**src/sv/cic_pkg.sv**
```systemverilog
// ----------------------------------------------------------------------------
// Cascaded interrupt controller package
// Transfer types, per-chip register set, command codes and priority helpers.
// ----------------------------------------------------------------------------
package cic_pkg;

   localparam int LINES_PER_CHIP = 8;
   localparam int LINE_W         = $clog2(LINES_PER_CHIP);
   localparam int CHIP_COUNT     = 2;
   localparam int ALL_LINES      = LINES_PER_CHIP * CHIP_COUNT;
   localparam logic [LINE_W:0] NO_LINE = LINE_W'(0) | (LINE_W+1)'(LINES_PER_CHIP);

   // Master request line driven by the slave output.
   localparam logic [LINE_W-1:0] CASCADE_LINE = LINE_W'(2);

   // Request types.
   localparam logic [1:0] REQ_WRITE = 2'd0;
   localparam logic [1:0] REQ_READ  = 2'd1;
   localparam logic [1:0] REQ_IRQ   = 2'd2;
   localparam logic [1:0] REQ_ACK   = 2'd3;

   // Port select codes.
   localparam logic PORT_CMD  = 1'b0;
   localparam logic PORT_DATA = 1'b1;

   // Initialization sequencer codes.
   localparam logic [1:0] STAGE_READY = 2'd0;
   localparam logic [1:0] STAGE_ICW2  = 2'd1;
   localparam logic [1:0] STAGE_ICW3  = 2'd2;
   localparam logic [1:0] STAGE_ICW4  = 2'd3;

   // Command byte decode.
   localparam int CMD_ICW1_BIT    = 4;
   localparam int CMD_OCW3_BIT    = 3;
   localparam int OCW3_RR_BIT     = 1;
   localparam int OCW3_RIS_BIT    = 0;
   localparam int FLAG_IC4_BIT    = 0;
   localparam int FLAG_SNGL_BIT   = 1;
   localparam logic [2:0] EOI_NONSPECIFIC = 3'd1;
   localparam logic [2:0] EOI_SPECIFIC    = 3'd3;

   typedef struct packed {
      logic [1:0]  req_type;
      logic        chip_select;
      logic        port_select;
      logic [7:0]  write_data;
      logic [15:0] irq_lines;
   } cic_req_type;

   typedef struct packed {
      logic [7:0] read_data;
      logic       int_pending;
      logic [7:0] vector;
      logic       vector_valid;
   } cic_rsp_type;

   typedef struct packed {
      logic [LINES_PER_CHIP-1:0] request;
      logic [LINES_PER_CHIP-1:0] service;
      logic [LINES_PER_CHIP-1:0] mask;
      logic [4:0]                base;
      logic [7:0]                cascade_word;
      logic [7:0]                mode_word;
      logic [1:0]                stage;
      logic [1:0]                flags;
      logic                      sel_isr;
   } cic_chip_type;

   // Acknowledge command from the top level to one chip.
   typedef struct packed {
      logic              enable;
      logic [LINE_W-1:0] line;
   } cic_ack_type;

   // Lowest set bit, line 0 has the highest priority; NO_LINE when empty.
   function automatic logic [LINE_W:0] lowest_bit(input logic [LINES_PER_CHIP-1:0] v);
      logic [LINE_W:0] idx;
      idx = NO_LINE;
      for (int i = LINES_PER_CHIP - 1; i >= 0; i--) begin
         if (v[i]) idx = (LINE_W+1)'(i);
      end
      return idx;
   endfunction

   // Line the chip would hand out now: only if strictly above every in-service line.
   function automatic logic [LINE_W:0] pending_line(input cic_chip_type s);
      logic [LINE_W:0] req;
      logic [LINE_W:0] svc;
      req = lowest_bit(s.request & ~s.mask);
      svc = lowest_bit(s.service);
      if (req == NO_LINE || req >= svc) return NO_LINE;
      return req;
   endfunction

endpackage

```
**src/sv/cic_chip.sv**
```systemverilog
// ----------------------------------------------------------------------------
// Cascaded interrupt controller chip
// Next-state logic of one controller: ICW/OCW decode, mask, edge latch,
// acknowledge marking and the bus read multiplexer.
// ----------------------------------------------------------------------------
module cic_chip (
   input  cic_pkg::cic_chip_type             state_ff,
   input  cic_pkg::cic_req_type              item,
   input  logic                              selected,
   input  logic [cic_pkg::LINES_PER_CHIP-1:0] rise,
   input  cic_pkg::cic_ack_type              ack,
   output cic_pkg::cic_chip_type             state_in,
   output logic [7:0]                        read_data
);
   import cic_pkg::*;

   logic [7:0] d;

   assign d = item.write_data;

   always_comb begin
      state_in = state_ff;
      case (item.req_type)
         REQ_WRITE: begin
            if (selected) begin
               if (item.port_select == PORT_CMD) begin
                  if (d[CMD_ICW1_BIT]) begin
                     state_in.flags     = d[1:0];
                     state_in.mask      = '0;
                     state_in.request   = '0;
                     state_in.service   = '0;
                     state_in.mode_word = '0;
                     state_in.sel_isr   = 1'b0;
                     state_in.stage     = STAGE_ICW2;
                  end else if (d[CMD_OCW3_BIT]) begin
                     if (d[OCW3_RR_BIT]) state_in.sel_isr = d[OCW3_RIS_BIT];
                  end else if (d[7:5] == EOI_NONSPECIFIC) begin
                     // Clearing the lowest set bit drops the highest-priority line.
                     state_in.service = state_ff.service & (state_ff.service - 1'b1);
                  end else if (d[7:5] == EOI_SPECIFIC) begin
                     state_in.service[d[LINE_W-1:0]] = 1'b0;
                  end
               end else begin
                  case (state_ff.stage)
                     STAGE_ICW2: begin
                        state_in.base = d[7:3];
                        if (state_ff.flags[FLAG_SNGL_BIT]) begin
                           state_in.stage = state_ff.flags[FLAG_IC4_BIT] ? STAGE_ICW4
                                                                         : STAGE_READY;
                        end else begin
                           state_in.stage = STAGE_ICW3;
                        end
                     end
                     STAGE_ICW3: begin
                        state_in.cascade_word = d;
                        state_in.stage = state_ff.flags[FLAG_IC4_BIT] ? STAGE_ICW4
                                                                      : STAGE_READY;
                     end
                     STAGE_ICW4: begin
                        state_in.mode_word = d;
                        state_in.stage     = STAGE_READY;
                     end
                     default: begin
                        state_in.mask = d;
                     end
                  endcase
               end
            end
         end
         REQ_IRQ: begin
            state_in.request = state_ff.request | rise;
         end
         REQ_ACK: begin
            if (ack.enable) begin
               state_in.request[ack.line] = 1'b0;
               state_in.service[ack.line] = 1'b1;
            end
         end
         default: begin
         end
      endcase
   end

   always_comb begin
      if (item.port_select == PORT_DATA) read_data = state_ff.mask;
      else if (state_ff.sel_isr)         read_data = state_ff.service;
      else                               read_data = state_ff.request;
   end

endmodule

```
**src/sv/cascaded_interrupt_controller_core.sv**
```systemverilog
// ----------------------------------------------------------------------------
// Cascaded interrupt controller core
// Master and slave controller pair with edge-triggered fixed-priority requests.
// ----------------------------------------------------------------------------
// Every transfer on req is captured in an input register; from that register
// the register update of both chips, the cascade edge check and the response
// are computed together and the response is loaded into the output register.
// A new request transfer is taken every cycle while req_stall is low; req_stall
// rises only while both the input and output registers are full and rsp_stall
// holds the response. Slave output always feeds master line 2.
module cascaded_interrupt_controller_core (
   input  logic                 clock,
   input  logic                 reset,
   input  logic                 req_valid,
   output logic                 req_stall,
   input  cic_pkg::cic_req_type req_data,
   output logic                 rsp_valid,
   input  logic                 rsp_stall,
   output cic_pkg::cic_rsp_type rsp_data
);
   import cic_pkg::*;

   logic                   in_valid_ff, in_valid_in;
   cic_req_type            item_ff;
   logic                   out_valid_ff, out_valid_in;
   cic_rsp_type            rsp_ff, rsp_in;
   cic_chip_type           master_ff, slave_ff;
   cic_chip_type           master_in, slave_in;
   cic_chip_type           master_next, slave_next;
   logic [ALL_LINES-1:0]   prev_ff, prev_in;
   logic [ALL_LINES-1:0]   prev_step;
   logic                   advance;
   logic                   take;
   logic [LINE_W:0]        master_line, slave_line;
   cic_ack_type            master_ack, slave_ack;
   logic [ALL_LINES-1:0]   rise;
   logic [LINES_PER_CHIP-1:0] master_rise;
   logic [7:0]             master_rd, slave_rd;
   logic                   slave_out;
   logic                   is_ack;

   assign advance   = !out_valid_ff || !rsp_stall;
   assign req_stall = in_valid_ff && !advance;
   assign take      = req_valid && !req_stall;
   assign rsp_valid = out_valid_ff;
   assign rsp_data  = rsp_ff;

   assign in_valid_in  = take || (in_valid_ff && !advance);
   assign out_valid_in = (in_valid_ff && advance) || (out_valid_ff && rsp_stall);

   // Acknowledge selection from the registered state.
   assign is_ack      = (item_ff.req_type == REQ_ACK);
   assign master_line = pending_line(master_ff);
   assign slave_line  = pending_line(slave_ff);
   assign master_ack.enable = is_ack && (master_line != NO_LINE);
   assign master_ack.line   = master_line[LINE_W-1:0];
   assign slave_ack.enable  = master_ack.enable && (master_line[LINE_W-1:0] == CASCADE_LINE)
                              && (slave_line != NO_LINE);
   assign slave_ack.line    = slave_line[LINE_W-1:0];

   assign rise        = item_ff.irq_lines & ~prev_ff;
   assign master_rise = rise[LINES_PER_CHIP-1:0] & ~(LINES_PER_CHIP'(1) << CASCADE_LINE);

   cic_chip u_master (
      .state_ff  (master_ff),
      .item      (item_ff),
      .selected  (item_ff.chip_select == 1'b0),
      .rise      (master_rise),
      .ack       (master_ack),
      .state_in  (master_next),
      .read_data (master_rd)
   );

   cic_chip u_slave (
      .state_ff  (slave_ff),
      .item      (item_ff),
      .selected  (item_ff.chip_select == 1'b1),
      .rise      (rise[ALL_LINES-1:LINES_PER_CHIP]),
      .ack       (slave_ack),
      .state_in  (slave_next),
      .read_data (slave_rd)
   );

   // Line history; the cascade bit keeps the last slave output.
   always_comb begin
      prev_step = prev_ff;
      if (item_ff.req_type == REQ_IRQ) begin
         prev_step = item_ff.irq_lines;
         prev_step[CASCADE_LINE] = prev_ff[CASCADE_LINE];
      end
   end

   // A rising slave output latches the master cascade request.
   always_comb begin
      slave_out = (pending_line(slave_next) != NO_LINE);
      master_in = master_next;
      slave_in  = slave_next;
      prev_in   = prev_step;
      if (slave_out && !prev_step[CASCADE_LINE]) master_in.request[CASCADE_LINE] = 1'b1;
      prev_in[CASCADE_LINE] = slave_out;
   end

   always_comb begin
      rsp_in = '0;
      if (item_ff.req_type == REQ_READ) begin
         rsp_in.read_data = item_ff.chip_select ? slave_rd : master_rd;
      end
      if (is_ack) begin
         if (!master_ack.enable) begin
            rsp_in.vector = {master_ff.base, {LINE_W{1'b1}}};
         end else if (master_line[LINE_W-1:0] == CASCADE_LINE) begin
            if (slave_ack.enable) begin
               rsp_in.vector       = {slave_ff.base, slave_line[LINE_W-1:0]};
               rsp_in.vector_valid = 1'b1;
            end else begin
               rsp_in.vector = {slave_ff.base, {LINE_W{1'b1}}};
            end
         end else begin
            rsp_in.vector       = {master_ff.base, master_line[LINE_W-1:0]};
            rsp_in.vector_valid = 1'b1;
         end
      end
      rsp_in.int_pending = (pending_line(master_in) != NO_LINE);
   end

   always_ff @(posedge clock) begin
      if (reset) begin
         in_valid_ff  <= 1'b0;
         out_valid_ff <= 1'b0;
         master_ff    <= '0;
         slave_ff     <= '0;
         prev_ff      <= '0;
      end else begin
         in_valid_ff  <= in_valid_in;
         out_valid_ff <= out_valid_in;
         if (in_valid_ff && advance) begin
            master_ff <= master_in;
            slave_ff  <= slave_in;
            prev_ff   <= prev_in;
         end
      end
   end

   always_ff @(posedge clock) begin
      if (take) item_ff <= req_data;
      if (in_valid_ff && advance) rsp_ff <= rsp_in;
   end

endmodule

```
**config.mk**
```make
export PLATFORM = sky130hd
export DESIGN_NAME = cascaded_interrupt_controller_core
export DESIGN_NICKNAME = d
export VERILOG_FILES = /design/src/sv/cic_pkg.sv /design/src/sv/cic_chip.sv /design/src/sv/cascaded_interrupt_controller_core.sv
export SDC_FILE = /design/constraint.sdc
export NUM_CORES = 1
export LEC_CHECK = 0
export ABC_AREA = 1
export BUFFER_PORTS_ARGS = -buffer_cell sky130_fd_sc_hd__buf_4
export CAP_MARGIN = 20
export CELL_PAD_IN_SITES_DETAIL_PLACEMENT = 0
export CELL_PAD_IN_SITES_GLOBAL_PLACEMENT = 1
export CORE_AREA = 2 2 154 156
export CTS_CLUSTER_SIZE = 10
export DETAILED_ROUTE_END_ITERATION = 7
export DIE_AREA = 0 0 156 158
export PLACE_DENSITY = 0.64
export REMOVE_ABC_BUFFERS = 1
export SKIP_CTS_REPAIR_TIMING = 1
export SYNTH_ARGS = -nofsm -noshare
export SYNTH_HDL_FRONTEND = slang
export SYNTH_SLANG_ARGS = --single-unit
```
**constraint.sdc**
```tcl
create_clock -name clock -period 7.93 [get_ports clock]
set_input_delay 0.793 -clock clock [delete_from_list [all_inputs] [get_ports clock]]
set_output_delay 0.793 -clock clock [all_outputs]
set_load 0.05 [all_outputs]
```
==> impl_metrics.json <==
{
  "fin_skew_ns": 0.0115,
  "fin_setup_tns_ns": 0,
  "p_switching_uw": 735,
  "fmax_ghz": 0.169,
  "cap_violations": 0,
  "synth_top_area_frac": 0.216,
  "grt_pass1_wl_um": 41800,
  "period_minus_slack_ns": 5.91,
  "hold_path_class": "reg2reg",
  "final_util": 0.400,
  "firstDrtPassIters": 6,
  "ys_types": 45,
  "ys.flop_type": "dfxtp_1",
  "ant_nets": 0,
  "outcome": "completed",
  "diodes": 0,
  "layout-drive-gt1-share": 0.127,
  "synthCells": 1132,
  "path_clk_slew_ns": 0.07,
  "die_w_um": 156,
  "wl_per_cell_um": 18.7,
  "cp.required_ns": 8.24,
  "hold_path_depth": 2,
  "hold_viol_final": 0,
  "yosys_warnings": 0,
  "grt_start_max_net_pins": 62,
  "first_global_vias": 7058,
  "cts.sinks": 131,
  "slew_violations": 0,
  "cp.arrival_ns": 6.22,
  "finalSetupViolCount": 0,
  "first_iter_violations": 622,
  "cp_common_cell": "nand2_1",
  "worstSetupStartpointType": "register",
  "io_buffers": 50,
  "io_pins": 52,
  "worst_pin_slew_ns": 0.920,
  "cts_buffers": 17,
  "combPwrFrac": 0.233,
  "seq_area_frac_synth": 0.386,
  "p_total_mw": 2.10,
  "vias": 7633,
  "p_leak_nw": 4.17,
  "rrSetupSlack_ns": 2.02,
  "critPathLaunch": "slave_ff[34]",
  "power_frac_clock": 0.403,
  "finalWeightedCongestion": 0.951,
  "ys_async_sr_fraction": 0,
  "intPower_mw": 1.36,
  "fp.dieH_um": 158,
  "area_growth_pct": 15.7,
  "antenna_found_initial": 0,
  "endpoint": "rsp_data[9]",
  "slowest_stage": "dfxtp_1",
  "power_density_nw_per_um2": 228,
  "start_util": 0.346,
  "synthTopCellsByCount": "nand2_1 (214), inv_1 (160), a21oi_1 (142), o21ai_0 (126), dfxtp_1 (86)",
  "regToRegEndpoint": "rsp_data[9]",
  "design.die.area_um2": 24600,
  "seq_power_share": 0.364,
  "wirelength_um": 27500,
  "cp_slowest_stage_delay_ns": 0.41,
  "swShare": 0.350,
  "grt.overflow.total": 0,
  "worst-path-max-fanout": 11,
  "synthTopCellsByArea": "dfxtp_1 (22%), edfxtp_1 (17%), nand2_1 (10%)",
  "cts_tree": "built",
  "drc": 0,
  "synth_area_um2": 7970,
  "r2r_cells": 38,
  "dp_hpwl_um": 20600,
  "worstReg2RegStart": "slave_ff[34]",
  "crit_path_end_kind": "register",
  "vias_per_cell": 5.19,
  "synth.ff_latch_count": 131,
  "rows": 56,
  "cts.root.buffer_cell": "clkbuf_16",
  "period_share": 0.745,
  "synth_top_area_cell": "dfxtp_1",
  "slew_headroom": 0.387,
  "syn-mean-instance-area_um2": 7.04,
  "h-tree-depth": 4,
  "peakVddDrop_uv": 112,
  "fp.coreArea_um2": 23100,
  "gr-usage-all-layers": 0.227,
  "clock_latency_ns": 0.43,
  "clock_path_buffers": 2,
  "synth_edf_count": 45,
  "yosysMostFrequentCell": "nand2_1",
  "path_class": "reg2reg",
  "nNetsFinal": 1220,
  "rsz0062_at_grt": "false"
}
==> metal layers <==
metal	global-route usage	share of wire	up-vias
li1	-	-	3877
met1	0.318	0.48	3513
met2	0.364	0.45	206
met3	0.0307	0.047	37
met4	0.0708	0.022	0
met5	0	0	-
==> cell type report <==
| cell class | count | area (um2) |
|---|---|---|
| sequential | 131 | 3070 |
| clock buffer | 17 | 425 |
| multi-input combinational | 778 | 4050 |
| clock inverter | 15 | 185 |
| timing repair buffer | 55 | 433 |
| tap | 290 | 363 |
| fill | 2467 | 13800 |
| inverter | 184 | 691 |
==> metrics by stage <==
stage / instance area, um2 / setup slack (ns) / hold slack (ns) / cells
global route: 9220 / 1.42 / 0.468 / 1470
CTS: 9220 / 1.95 / 0.455 / 1470
floorplan: 7800 / 2.55 / 0.431 / 1093
finish: 9220 / 2.02 / 0.453 / 1470
detailed placement: 8610 / 2.02 / 0.445 / 1438
global placement: 8580 / 2.01 / 0.438 / 1437
==> worst min-delay path by stage <==
stage | end | start | slack [ns]
after floorplan | prev_ff[10] | prev_ff[10] | 0.43
after global placement | prev_ff[13] | prev_ff[13] | 0.44
after detailed placement | prev_ff[10] | prev_ff[10] | 0.44
after CTS | prev_ff[13] | prev_ff[13] | 0.45
after global routing | prev_ff[8] | prev_ff[8] | 0.47
final | prev_ff[13] | prev_ff[13] | 0.45
==> layout by cell type, fill, tap and decap left out, types with 11 or more instances in the layout <==
cell type	instances
a21oi_1	142
o21ai_0	126
o22ai_1	16
nor3_1	12
inv_2	21
dfxtp_1	86
nand4_1	11
edfxtp_1	45
a211oi_1	15
buf_4	54
ha_1	21
nand2_1	214
clkbuf_16	17
nand3_1	44
inv_1	160
nor2_1	84
==> worst max-delay path: cells and delay by family, from the launching register on <==
family	cells	cell delay (ns)
AND/OR/NAND/NOR	20	2.61
AO/OA/AOI/OAI	10	1.43
adder cells (fa/ha/maj)	3	0.84
buffers and inverters	5	0.50
flip-flops	1	0.41
==> registers in the layout, indices dropped and copies added (netlist names) <==
register	cells
master_ff	34
item_ff	27
in_valid_ff	1
rsp_valid	1
prev_ff	16
rsp_data	18
slave_ff	34
==> logic make-up after synthesis <==
family	synth area share
AND/OR/NAND/NOR	0.233
AO/OA/AOI/OAI	0.241
adder cells (fa/ha/maj)	0.0330
buffers and inverters	0.107
flip-flops	0.386
==> power groups by stage <==
stage | Sequential (mW) | Combinational, mW | Clock [mW]
after floorplan | 0.786 | 0.332 | 0
after global placement | 0.778 | 0.485 | 0
after detailed placement | 0.778 | 0.488 | 0
after CTS | 0.763 | 0.491 | 0.858
after global routing | 0.768 | 0.550 | 0.884
final | 0.764 | 0.490 | 0.846
Power figures use the tool's default switching activity.
